## config.mk

```make
export PLATFORM = sky130hd
export DESIGN_NAME = bams_front
export DESIGN_NICKNAME = d
export VERILOG_FILES = /design/src/sv/bams_pkg.sv /design/src/sv/bams_front.sv
export SDC_FILE = /design/constraint.sdc
export NUM_CORES = 1
export LEC_CHECK = 0
export ABC_AREA = 0
export ABC_CLOCK_PERIOD_IN_PS = 3330
export BUFFER_PORTS_ARGS = -buffer_cell sky130_fd_sc_hd__buf_2
export CAP_MARGIN = 25
export CELL_PAD_IN_SITES_DETAIL_PLACEMENT = 1
export CELL_PAD_IN_SITES_GLOBAL_PLACEMENT = 2
export CORE_AREA = 2 2 97 99
export CTS_CLUSTER_DIAMETER = 50
export DETAILED_ROUTE_END_ITERATION = 6
export DIE_AREA = 0 0 99 101
export PLACE_DENSITY_LB_ADDON = 0.1
export SYNTH_ARGS = -nofsm -noshare
export SYNTH_HDL_FRONTEND = slang
export SYNTH_SLANG_ARGS = --single-unit
```

## constraint.sdc

```tcl
create_clock -name clk_i -period 3.33 [get_ports clk_i]
set_input_delay 0.333 -clock clk_i [delete_from_list [all_inputs] [get_ports clk_i]]
set_output_delay 0.333 -clock clk_i [all_outputs]
set_load 0.02 [all_outputs]
```

## src/sv/bams_pkg.sv

```systemverilog
// ----------------------------------------------------------------------------
// bams_pkg: shared types and helpers
// Item types, widths and saturating arithmetic for the block averaging
// mean / sample deviation block.
// ----------------------------------------------------------------------------
package bams_pkg;

  localparam int SAMPLE_W = 32;   // signed Q16.16 sample
  localparam int COUNT_W  = 32;   // default counter width
  localparam int BSIZE_W  = 16;
  localparam logic [BSIZE_W-1:0] BSIZE_RST = 16'd16;

  typedef struct packed {
    logic signed [SAMPLE_W-1:0] sample;
    logic                       last;
  } in_item_t;

  typedef struct packed {
    logic signed [31:0] mean_value;
    logic        [31:0] std_value;
    logic               used_blocks;
    logic        [31:0] value_count;
  } out_item_t;

  // sample after sign extension, as queued between front and back
  typedef struct packed {
    logic signed [63:0] x;
    logic               last;
  } work_t;

  typedef struct packed {
    logic        go;
    logic [63:0] a;
    logic [63:0] b;
  } mul_req_t;

  typedef struct packed {
    logic         go;
    logic         short_op;  // 64-bit dividend, 64 steps
    logic [127:0] num;
    logic [63:0]  den;
  } div_req_t;

  typedef struct packed {
    logic        go;
    logic [63:0] op;
  } sqrt_req_t;

  function automatic logic signed [63:0] sat_add(input logic signed [63:0] a,
                                                 input logic signed [63:0] b);
    logic signed [63:0] s;
    s = a + b;
    if (a[63] == b[63] && s[63] != a[63]) begin
      s = a[63] ? 64'sh8000_0000_0000_0000 : 64'sh7FFF_FFFF_FFFF_FFFF;
    end
    return s;
  endfunction

  function automatic logic [63:0] usat_add(input logic [63:0] a, input logic [63:0] b);
    logic [64:0] s;
    s = {1'b0, a} + {1'b0, b};
    return s[64] ? 64'hFFFF_FFFF_FFFF_FFFF : s[63:0];
  endfunction

  // floor(p / 2^16) clipped to 64 bits
  function automatic logic [63:0] sq_q(input logic [127:0] p);
    return (|p[127:80]) ? 64'hFFFF_FFFF_FFFF_FFFF : p[79:16];
  endfunction

  function automatic logic [63:0] mag(input logic signed [63:0] v);
    logic [63:0] u;
    u = v;
    return v[63] ? (~u + 64'd1) : u;
  endfunction

  // apply sign to a rounded quotient magnitude
  function automatic logic signed [63:0] signed_q(input logic neg, input logic [63:0] q);
    logic signed [63:0] r;
    if (!neg) begin
      r = q;
    end else if (q[63]) begin
      r = 64'sh8000_0000_0000_0000;
    end else begin
      r = ~q + 64'd1;
    end
    return r;
  endfunction

endpackage

```

## src/sv/bams_front.sv

```systemverilog
// ----------------------------------------------------------------------------
// bams_front: input side
// Accepts samples, sign extends them and queues them for the back end.
// ----------------------------------------------------------------------------
module bams_front (
  input  logic               clk_i,
  input  logic               rst_ni,
  input  logic               in_valid_i,
  output logic               in_stall_o,
  input  bams_pkg::in_item_t in_item_i,
  output logic               q_valid_o,
  output bams_pkg::work_t    q_item_o,
  input  logic               q_pop_i
);

  bams_pkg::work_t mem_q [2];
  logic            wr_ptr_q, wr_ptr_d;
  logic            rd_ptr_q, rd_ptr_d;
  logic [1:0]      cnt_q, cnt_d;
  logic            push, pop;
  bams_pkg::work_t wr_item;

  assign in_stall_o = (cnt_q == 2'd2);
  assign push       = in_valid_i && !in_stall_o;
  assign q_valid_o  = (cnt_q != 2'd0);
  assign pop        = q_pop_i && q_valid_o;
  assign q_item_o   = mem_q[rd_ptr_q];

  always_comb begin
    wr_item.x    = 64'(in_item_i.sample);  // signed source: sign extends
    wr_item.last = in_item_i.last;
    wr_ptr_d     = push ? ~wr_ptr_q : wr_ptr_q;
    rd_ptr_d     = pop ? ~rd_ptr_q : rd_ptr_q;
    cnt_d        = cnt_q + {1'b0, push} - {1'b0, pop};
  end

  always_ff @(posedge clk_i or negedge rst_ni) begin
    if (!rst_ni) begin
      wr_ptr_q <= 1'b0;
      rd_ptr_q <= 1'b0;
      cnt_q    <= 2'd0;
    end else begin
      wr_ptr_q <= wr_ptr_d;
      rd_ptr_q <= rd_ptr_d;
      cnt_q    <= cnt_d;
    end
  end

  always_ff @(posedge clk_i) begin
    if (push) begin
      mem_q[wr_ptr_q] <= wr_item;
    end
  end

endmodule

```

==> flow_metrics.env, run 1 <==
export IMPL_outcome="complete, no violations"
export IMPL_multi_input_area_um2=583
export IMPL_final_hold_violation_count=0
export IMPL_holdPathEnd="mem_q[1][13]"
export IMPL_cts_root_buf="clkbuf_8"
export IMPL_grt_pass1_vias=1598
export IMPL_synth_common_cells="66 x edfxtp_1, 32 x buf_4, 29 x mux2_4"
export IMPL_cp_start_kind="register"
export IMPL_hp_class="primary input to register"
export IMPL_grt_pass1_wl_um=8140
export IMPL_cts_tree="built"
export IMPL_grt_max_degree=34
export IMPL_wl_per_cell_um=15.2
export IMPL_r2r_cells=3
export IMPL_clock_skew_ns=0.00379
export IMPL_fin_area_mm2=0.00357
export IMPL_fp_row_count=35
export IMPL_ff2ff_setup_slack_ns=1.49
export IMPL_clk_insertion_delay_late_ns=0.33
export IMPL_cts_buffers_inserted=9
export IMPL_crit_slowest_cell="dfrtp_2"
export IMPL_syn_avg_cell_area_um2=19.3
export IMPL_fp_dieW_um=99
export IMPL_fin_nets=274
export IMPL_ant_nets=0
export IMPL_holdPathStages=1
export IMPL_path_class="register to output port"
export IMPL_io_buffers=103
export IMPL_synth_seq_cells=70
export IMPL_yosysTopAreaCellShare_pct=67.2
export IMPL_critPathTopFamily="flip-flops"
export IMPL_routed_wl_um=5340
export IMPL_vias=1481
export IMPL_synth_area_leaders="edfxtp_1 67%, mux2_4 15%, buf_4 8.1%"
export IMPL_n_fill_cell=924
export IMPL_avgViaCountPerCell=4.22
export IMPL_powerDensity_mw_per_mm2=981
export IMPL_crit_buf_inv=2
export IMPL_dp_hpwl_um=3610
export IMPL_leakage_nw=1.50
export IMPL_grtUsageTotal_pct=10.9
export IMPL_finalWeightedCongestion=0.698
export IMPL_clock_sinks=70
export IMPL_final_layout_size_suffix_gt1_share_pct=65.4
export IMPL_netlist_area_mm2=0.00295
export IMPL_finalSetupViolCount=0
export IMPL_synth_edff_count=66
export IMPL_initial_core_util_pct=32.9
export IMPL_postCtsSetupRepairBufs=0
export IMPL_r2r_start="cnt_q[1]"
export IMPL_reg2reg_to="mem_q[1][26]"
export IMPL_finalPower_mw=3.50
export IMPL_synthFlopType="edfxtp_1"
export IMPL_antenna_found_initial=0
export IMPL_slew_headroom_pct=35.8
export IMPL_tns_ns=0
export IMPL_holdWs_ns=0.187
export IMPL_cts_htree_levels=3
export IMPL_max_stage_delay_ns=1.01
export IMPL_clock_tree_buffer_depth=2
export IMPL_path_cells="buf_4, mux2_4, buf_2"
export IMPL_grt_setup_unrepaired="false"
export IMPL_die_h_um=101
export IMPL_remaining_drc_errors=0
export IMPL_fmax_mhz=411
export IMPL_clk_pin_slew_ns=0.07
export IMPL_required_ns=3.00
export IMPL_ys_warn_count=0
export IMPL_synth_largest_area_cell="edfxtp_1"
export IMPL_cp_arrival_ns=2.10
export IMPL_placed_cell_area_mm2=0.00334
export IMPL_peakVddDrop_v=0.000364
export IMPL_hold_start="in_item_i[13]"
export IMPL_n_antenna_cell=0
export IMPL_slew_viol_final=0
export IMPL_ys_types=16
export IMPL_seq_area_frac_synth_pct=70.6
export IMPL_layout_min_cycle_time_ns=2.43
export IMPL_synth_most_common_cell="edfxtp_1"
export IMPL_end_kind="output port"
export IMPL_area_growth_pct=21.0
export IMPL_drt_iter0_drc=33
export IMPL_ioPinCount=104
export IMPL_finalCritPeriodShare_pct=73.1
export IMPL_drt_pass1_iterations=4
export IMPL_synth_nets=192
export IMPL_tightestPinTransition_ns=0.963
export IMPL_async_flop_share_pct=5.71
export IMPL_core_area_mm2=0.00898
export IMPL_die_area_mm2=0.0100
export IMPL_grt_overflow=0
export IMPL_critPathMaxFanout=30
export IMPL_regArea_mm2=0.00208
export IMPL_syn_instance_count=153
export IMPL_drv_cap=0
==> stage by stage <==
| stage | setup slack, ns | utilization, % | instances |
|---|---|---|---|
| 3_3_place_gp | 1.25 | 37.2 | 333 |
| 5_1_grt | 0.783 | 39.8 | 351 |
| 2_1_floorplan | 0.922 | - | 153 |
| 6_report | 0.896 | 39.8 | 351 |
| 3_5_place_dp | 1.22 | 37.2 | 333 |
| 4_1_cts | 0.843 | 39.5 | 350 |
==> logic make-up (layout without fill, tap and decap cells) <==
logic type,Yosys count,count (layout),synth area share [%]
buf+inv,38,125,9.92
mux,33,33,16.3
flops,70,70,70.6
xor+xnor,4,4,1.19
fa+ha+maj,2,2,0.848
simple gates,6,6,1.19
==> power by group <==
group / leakage (nW) / switching [mW] / internal, mW
clock network: 0.0964 / 0.308 / 0.340
registers: 0.659 / 0.161 / 1.21
logic: 0.744 / 0.854 / 0.634
==> sequential cells by signal (all words and copies together) (netlist names) <==
register,count
rd_ptr_q,1
wr_ptr_q,1
cnt_q,2
mem_q,66
==> placed cells by master (no fill, tap or decap) <==
cell and instances:
edfxtp_1 66, buf_2 103, mux2_2 4, mux2_4 29
clkinvlp_4 1, clkbuf_8 9, and2_4 1, clkinv_2 3
or2_1 1, xor2_1 1, nor2_4 1, nand2_1 1
buf_4 2, clkinv_1 1, dlygate4sd3_1 1, bufinv_16 1
dfrtp_2 1, clkinv_4 1, xnor2_1 3, nand2b_1 1
buf_16 1, ha_1 2, dfrtp_1 3, and3_1 1
inv_1 2
==> worst max path at each step <==
stage | cells after the start | startpoint | slack, ns | end
2_1_floorplan | 3 | cnt_q[1] | 0.92 | mem_q[0][0]
3_3_place_gp | 3 | rd_ptr_q | 1.25 | q_item_o[26]
3_5_place_dp | 3 | rd_ptr_q | 1.22 | q_item_o[22]
4_1_cts | 3 | rd_ptr_q | 0.84 | q_item_o[26]
5_1_grt | 3 | rd_ptr_q | 0.78 | q_item_o[26]
6_report | 3 | rd_ptr_q | 0.90 | q_item_o[26]
==> cell type report <==
| type | instances | share of cell area [%] |
|---|---|---|
| Clock inverter | 7 | 1.82 |
| Sequential cell | 70 | 58.4 |
| Inverter | 2 | 0.210 |
| Clock buffer | 9 | 3.47 |
| Multi-Input combinational cell | 45 | 16.3 |
| Timing Repair Buffer | 107 | 15.9 |
| Tap cell | 111 | 3.89 |
==> repair_timing <==
action	4_1_cts	5_1_grt
endpoints found under the hold margin	4	0
hold buffers	1	0
setup endpoints to repair	0	0
gates resized for setup	0	0
==> layer usage <==
layer / track usage, % / share of wire, %
met1: 12.1 / 40
met2: 19.3 / 53
met3: 3.05 / 6.2
met4: 4.74 / 1.1
met5: 0 / 0
No activity file was read; power rests on OpenSTA's default activity.
==> run 2, diff against run 1 <==
--- a/config.mk
+++ b/config.mk
@@ -6,7 +6,7 @@
 export NUM_CORES = 1
 export LEC_CHECK = 0
 export ABC_AREA = 0
-export ABC_CLOCK_PERIOD_IN_PS = 3330
+export ABC_CLOCK_PERIOD_IN_PS = 2300
 export BUFFER_PORTS_ARGS = -buffer_cell sky130_fd_sc_hd__buf_2
 export CAP_MARGIN = 25
 export CELL_PAD_IN_SITES_DETAIL_PLACEMENT = 1
==> constraint.sdc (replaced) <==
create_clock -name clk_i -period 2.3 [get_ports clk_i]
set_input_delay 0.23 -clock clk_i [delete_from_list [all_inputs] [get_ports clk_i]]
set_output_delay 0.23 -clock clk_i [all_outputs]
set_load 0.02 [all_outputs]
==> run 2 against run 1 <==
Clock skew is 0.0017 ns higher. Non-clock buffer count is 1 higher. First-iteration DRC count is 12% lower. Sequential share of layout area is 0.45 points lower. Highest routed layer unchanged.
==> flow_metrics.env, run 2 (synthesis gave the netlist of run 1 again) <==
export IMPL_cts_htree_levels=3
export IMPL_r2r_cells=7
export IMPL_clk_pin_slew_ns=0.07
export IMPL_finalWeightedCongestion=0.741
export IMPL_final_hold_violation_count=0
export IMPL_cts_tree="built"
export IMPL_drt_iter0_drc=29
export IMPL_top_register="mem_q"
export IMPL_vias=1472
export IMPL_pwr_share_seq_pct=37.2
export IMPL_postCtsSetupRepairBufs=0
export IMPL_required_ns=2.07
export IMPL_cp_arrival_ns=1.73
export IMPL_wl_per_cell_um=15.6
export IMPL_clk_insertion_delay_late_ns=0.33
export IMPL_slew_headroom_pct=66.1
export IMPL_leakage_nw=1.50
export IMPL_final_layout_size_suffix_gt1_share_pct=65.6
export IMPL_reg2reg_to="cnt_q[1]"
export IMPL_place_ws_ns=0.579
export IMPL_layout_min_cycle_time_ns=1.96
export IMPL_clock_sinks=70
export IMPL_remaining_drc_errors=0
export IMPL_initial_core_util_pct=32.9
export IMPL_tns_ns=0
export IMPL_grt_setup_unrepaired="false"
export IMPL_final_common_cell="buf_2"
export IMPL_ant_nets=0
export IMPL_crit_slowest_cell="dfrtp_2"
export IMPL_holdPathEnd="mem_q[0][1]"
export IMPL_powerDensity_mw_per_mm2=1420
export IMPL_cts_buffers_inserted=9
export IMPL_area_growth_pct=21.9
export IMPL_largest_register_ffs=66
export IMPL_p_int_mw=3.19
export IMPL_outcome="complete, no violations"
export IMPL_fmax_mhz=510
export IMPL_n_antenna_cell=0
export IMPL_die_h_um=101
export IMPL_critPathMaxFanout=15
export IMPL_finalCritPeriodShare_pct=85.3
export IMPL_tightestPinTransition_ns=0.507
export IMPL_dp_hpwl_um=4000
export IMPL_hold_start="in_item_i[1]"
export IMPL_antenna_found_initial=0
export IMPL_avgViaCountPerCell=4.18
export IMPL_clock_power_share_pct=18.4
export IMPL_grtUsageTotal_pct=10.9
export IMPL_cts_root_buf="clkbuf_8"
export IMPL_ff2ff_setup_slack_ns=0.57
export IMPL_hp_class="primary input to register"
export IMPL_reg_top3="mem_q: 66 flops, cnt_q: 2 flops"
export IMPL_routed_wl_um=5490
export IMPL_finalSetupViolCount=0
export IMPL_max_stage_delay_ns=0.66
export IMPL_grt_pass1_wl_um=8200
export IMPL_finalPower_mw=5.11
export IMPL_final_cell_mix="103 x buf_2, 66 x edfxtp_1, 29 x mux2_4, 9 x clkbuf_8, 4 x mux2_2"
export IMPL_end_kind="output port"
export IMPL_ioPinCount=104
export IMPL_switching_share_pct=37.6
export IMPL_placed_cell_area_mm2=0.00340
export IMPL_die_area_mm2=0.0100
export IMPL_grt_pass1_vias=1624
export IMPL_path_class="register to output port"
export IMPL_fin_ws_ns=0.338
export IMPL_drv_cap=0
export IMPL_fin_nets=275
export IMPL_combinationalPowerShare_pct=44.4
export IMPL_path_cells="buf_4, mux2_4, buf_2"
export IMPL_r2r_start="cnt_q[1]"
export IMPL_cp_start_kind="register"
export IMPL_grt_overflow=0
export IMPL_slew_viol_final=0
export IMPL_netSwitchingPower_mw=1.92
export IMPL_holdPathStages=1
export IMPL_core_area_mm2=0.00898
export IMPL_fp_dieW_um=99
export IMPL_drt_pass1_iterations=2
export IMPL_clock_tree_buffer_depth=2
export IMPL_grt_max_degree=34
export IMPL_peakVddDrop_v=0.000559
export IMPL_clock_skew_ns=0.00549
export IMPL_fp_row_count=35
export IMPL_io_buffers=103
export IMPL_fin_area_mm2=0.00360
==> run 2: worst max-delay path, delay by kind of cell, from the launching register on <==
family	cells	cell delay, ns
muxes	1	0.31
buffers and inverters	2	0.44
DFF	1	0.66
==> run 2: final cells by class <==
class / count / area (um2)
fill: 918 / 5380
tap: 111 / 139
sequential: 70 / 2080
clock buffer: 10 / 128
multi-input combinational: 45 / 584
clock inverter: 6 / 62.6
inverter: 2 / 7.51
timing repair buffer: 108 / 593
==> run 2: repair_timing <==
action | CTS | global route
hold buffers | 1 | 0
hold endpoints to repair | 4 | 0
endpoints found under the setup margin | 0 | 0
gates resized for setup | 0 | 0
==> run 2: metal layers <==
metal  vias to the layer above  routed length, um  global-route usage [%]
li1                        695                  -                       -
met1                       720               2080                    11.7
met2                        48               3010                    19.9
met3                         9                315                    3.05
met4                         0                 88                    5.37
met5                         -                  0                       0
==> run 2: power by group through the flow <==
stage                     Combinational (mW)  Clock (mW)  Sequential (mW)
after global placement                  2.27           0             1.92
after detailed placement                2.32           0             1.94
after floorplan                         2.00           0             1.84
after CTS                               2.33       0.980             1.91
final                                   2.27       0.939             1.90
after global routing                    2.42        1.03             1.94
==> run 2: worst max-delay path by stage <==
stage | start | end | slack [ns] | depth (start not counted)
final | rd_ptr_q | q_item_o[5] | 0.34 | 3
after global routing | rd_ptr_q | q_item_o[5] | 0.22 | 3
after CTS | rd_ptr_q | q_item_o[5] | 0.28 | 3
after detailed placement | cnt_q[1] | cnt_q[1] | 0.58 | 7
after global placement | cnt_q[1] | mem_q[0][5] | 0.67 | 4
after floorplan | cnt_q[1] | mem_q[0][0] | 0.43 | 3
==> run 2: stage by stage <==
step	util, %	std cells	hold WS (ns)
after floorplan	-	153	-0.0656
after global placement	37.8	335	0.0384
after detailed placement	37.8	335	0.0378
after CTS	40.1	352	0.0663
after global routing	40.1	352	0.0611
final	40.1	352	0.0851
==> run 3, diff against run 2 <==
--- a/config.mk
+++ b/config.mk
@@ -5,16 +5,16 @@
 export SDC_FILE = /design/constraint.sdc
 export NUM_CORES = 1
 export LEC_CHECK = 0
-export ABC_AREA = 0
+export ABC_AREA = 1
 export ABC_CLOCK_PERIOD_IN_PS = 2300
 export BUFFER_PORTS_ARGS = -buffer_cell sky130_fd_sc_hd__buf_2
 export CAP_MARGIN = 25
 export CELL_PAD_IN_SITES_DETAIL_PLACEMENT = 1
 export CELL_PAD_IN_SITES_GLOBAL_PLACEMENT = 2
-export CORE_AREA = 2 2 97 99
+export CORE_AREA = 2 2 101 103
 export CTS_CLUSTER_DIAMETER = 50
 export DETAILED_ROUTE_END_ITERATION = 6
-export DIE_AREA = 0 0 99 101
+export DIE_AREA = 0 0 103 105
 export PLACE_DENSITY_LB_ADDON = 0.1
 export SYNTH_ARGS = -nofsm -noshare
 export SYNTH_HDL_FRONTEND = slang
==> run 3 against run 2 <==
Critical path depth increased by 1. Worst hold slack got worse by 0.0036 ns. Largest cell class unchanged. Sequential share of layout area is 0.89 points higher.
==> flow_metrics.env, run 3 <==
export IMPL_final_common_cell="buf_2"
export IMPL_hp_class="primary input to register"
export IMPL_netlist_area_mm2=0.00293
export IMPL_holdWs_ns=0.0815
export IMPL_synth_edff_count=66
export IMPL_seq_area_frac_synth_pct=71.0
export IMPL_grt_pass1_wl_um=8490
export IMPL_layout_cells_non_filler=457
export IMPL_placed_cell_area_mm2=0.00335
export IMPL_drt_pass1_iterations=4
export IMPL_top_register="mem_q"
export IMPL_grt_setup_unrepaired="false"
export IMPL_final_cell_mix="103 x buf_2, 102 x nand2_1, 66 x edfxtp_1, 10 x nand2_2"
export IMPL_ioPinCount=104
export IMPL_grt_max_degree=34
export IMPL_async_flop_share_pct=5.71
export IMPL_synth_seq_cells=70
export IMPL_initial_core_util_pct=30.4
export IMPL_die_area_mm2=0.0108
export IMPL_outcome="complete, no violations"
export IMPL_synth_largest_area_cell="edfxtp_1"
export IMPL_fin_util_pct=36.7
export IMPL_routed_wl_um=5810
export IMPL_die_h_um=105
export IMPL_fin_area_mm2=0.00354
export IMPL_ys_types=12
export IMPL_place_ws_ns=0.684
export IMPL_powerDensity_mw_per_mm2=1450
export IMPL_drv_cap=0
export IMPL_grtUsageTotal_pct=10.9
export IMPL_clock_skew_ns=0.00547
export IMPL_grt_overflow=0
export IMPL_cp_start_kind="register"
export IMPL_end_kind="output port"
export IMPL_io_buffers=103
export IMPL_synth_most_common_cell="nand2_1"
export IMPL_leakage_nw=1.62
export IMPL_peakVddDrop_v=0.000557
export IMPL_synth_common_cells="102 x nand2_1, 66 x edfxtp_1, 34 x buf_4, 10 x nand2_2, 9 x inv_1"
export IMPL_fp_row_count=36
export IMPL_remaining_drc_errors=0
export IMPL_cts_buffers_inserted=9
export IMPL_clk_pin_slew_ns=0.07
export IMPL_clock_tree_buffer_depth=2
export IMPL_largest_register_ffs=66
export IMPL_yosysTopAreaCellShare_pct=67.6
export IMPL_required_ns=2.07
export IMPL_finalSetupViolCount=0
export IMPL_fin_nets=358
export IMPL_clk_insertion_delay_late_ns=0.33
export IMPL_finalPower_mw=5.12
export IMPL_ant_nets=0
export IMPL_cp_arrival_ns=1.69
export IMPL_tightestPinTransition_ns=0.658
export IMPL_fmax_mhz=520
export IMPL_synth_nets=276
export IMPL_antenna_found_initial=0
export IMPL_synthFlopType="edfxtp_1"
export IMPL_grt_pass1_vias=1686
export IMPL_final_hold_violation_count=0
export IMPL_wl_per_cell_um=12.7
export IMPL_fp_dieW_um=103
export IMPL_core_area_mm2=0.00964
export IMPL_critPathMaxFanout=33
export IMPL_syn_avg_cell_area_um2=12.4
export IMPL_n_antenna_cell=0
export IMPL_dpl_cell_count=440
export IMPL_layout_min_cycle_time_ns=1.92
export IMPL_finalWeightedCongestion=0.706
export IMPL_avgViaCountPerCell=4.03
export IMPL_fin_ws_ns=0.377
export IMPL_post_cts_resized=0
export IMPL_cts_htree_levels=3
export IMPL_path_class="register to output port"
export IMPL_final_layout_size_suffix_gt1_share_pct=41.4
export IMPL_slew_headroom_pct=56.0
export IMPL_synth_area_leaders="edfxtp_1 68%, nand2_1 13%, buf_4 8.7%"
export IMPL_cts_root_buf="clkbuf_8"
export IMPL_reg_top3="mem_q: 66 flops, cnt_q: 2 flops"
export IMPL_slew_viol_final=0
export IMPL_clock_sinks=70
export IMPL_dp_hpwl_um=3920
export IMPL_vias=1840
export IMPL_finalCritPeriodShare_pct=83.6
export IMPL_area_growth_pct=20.8
export IMPL_drt_iter0_drc=30
export IMPL_ys_warn_count=0
export IMPL_syn_instance_count=237
export IMPL_cts_tree="built"
export IMPL_tns_ns=0
## run 3: repair_timing
item	4_1_cts	5_1_grt
buffers inserted	0	0
hold buffers	1	0
endpoints found under the setup margin	0	0
endpoints found under the hold margin	4	0
## run 3: path summary, 6_finish.rpt
kind	start	to	slack [ns]	cells after the start
min in group asynchronous	rst_ni	wr_ptr_q	0.25	2
worst min-delay path	in_item_i[22]	mem_q[1][22]	0.08	1
worst max register to register	cnt_q[1]	mem_q[0][1]	0.85	4
max in group asynchronous	rst_ni	rd_ptr_q	1.91	2
worst max-delay path	rd_ptr_q	q_item_o[38]	0.38	4
worst min register to register	wr_ptr_q	wr_ptr_q	0.48	2
## run 3: critical path, cell delays in order (launching register included)
cell and delay [ns]:
dfrtp_1 0.46, inv_8 0.07, nand2_1 0.05, nand2_1 0.49
buf_2 0.29
## run 3: kinds of logic (layout without fill, tap and decap cells)
kind of cell,after synthesis,count (layout),synth area share [%]
adder cells (fa/ha/maj),2,2,0.853
flip-flops,70,70,71.0
buffers and inverters,49,136,12.3
AND/OR/NAND/NOR,116,116,15.8
## run 3: report_power, final
| part | switching, mW | internal, mW |
|---|---|---|
| Clock | 0.413 | 0.488 |
| Sequential | 0.0890 | 1.74 |
| Combinational | 1.72 | 0.675 |
| Total | 2.22 | 2.91 |
## run 3: final cells by class
| type | instances | area, um2 |
|---|---|---|
| Multi-Input combinational cell | 118 | 497 |
| Clock inverter | 6 | 52.6 |
| Fill cell | 1119 | 6100 |
| Inverter | 10 | 45.0 |
| Sequential cell | 70 | 2080 |
| Timing Repair Buffer | 110 | 571 |
| Tap cell | 133 | 166 |
| Clock buffer | 10 | 128 |
## run 3: layer usage
layer  global-route usage, %  vias to the layer above  wire [um]
met5                       0                        -          0
met4                    4.51                        0         54
met3                    4.15                        5        485
met2                    18.1                       74       2920
met1                    12.4                      857       2350
li1                        -                      904          -
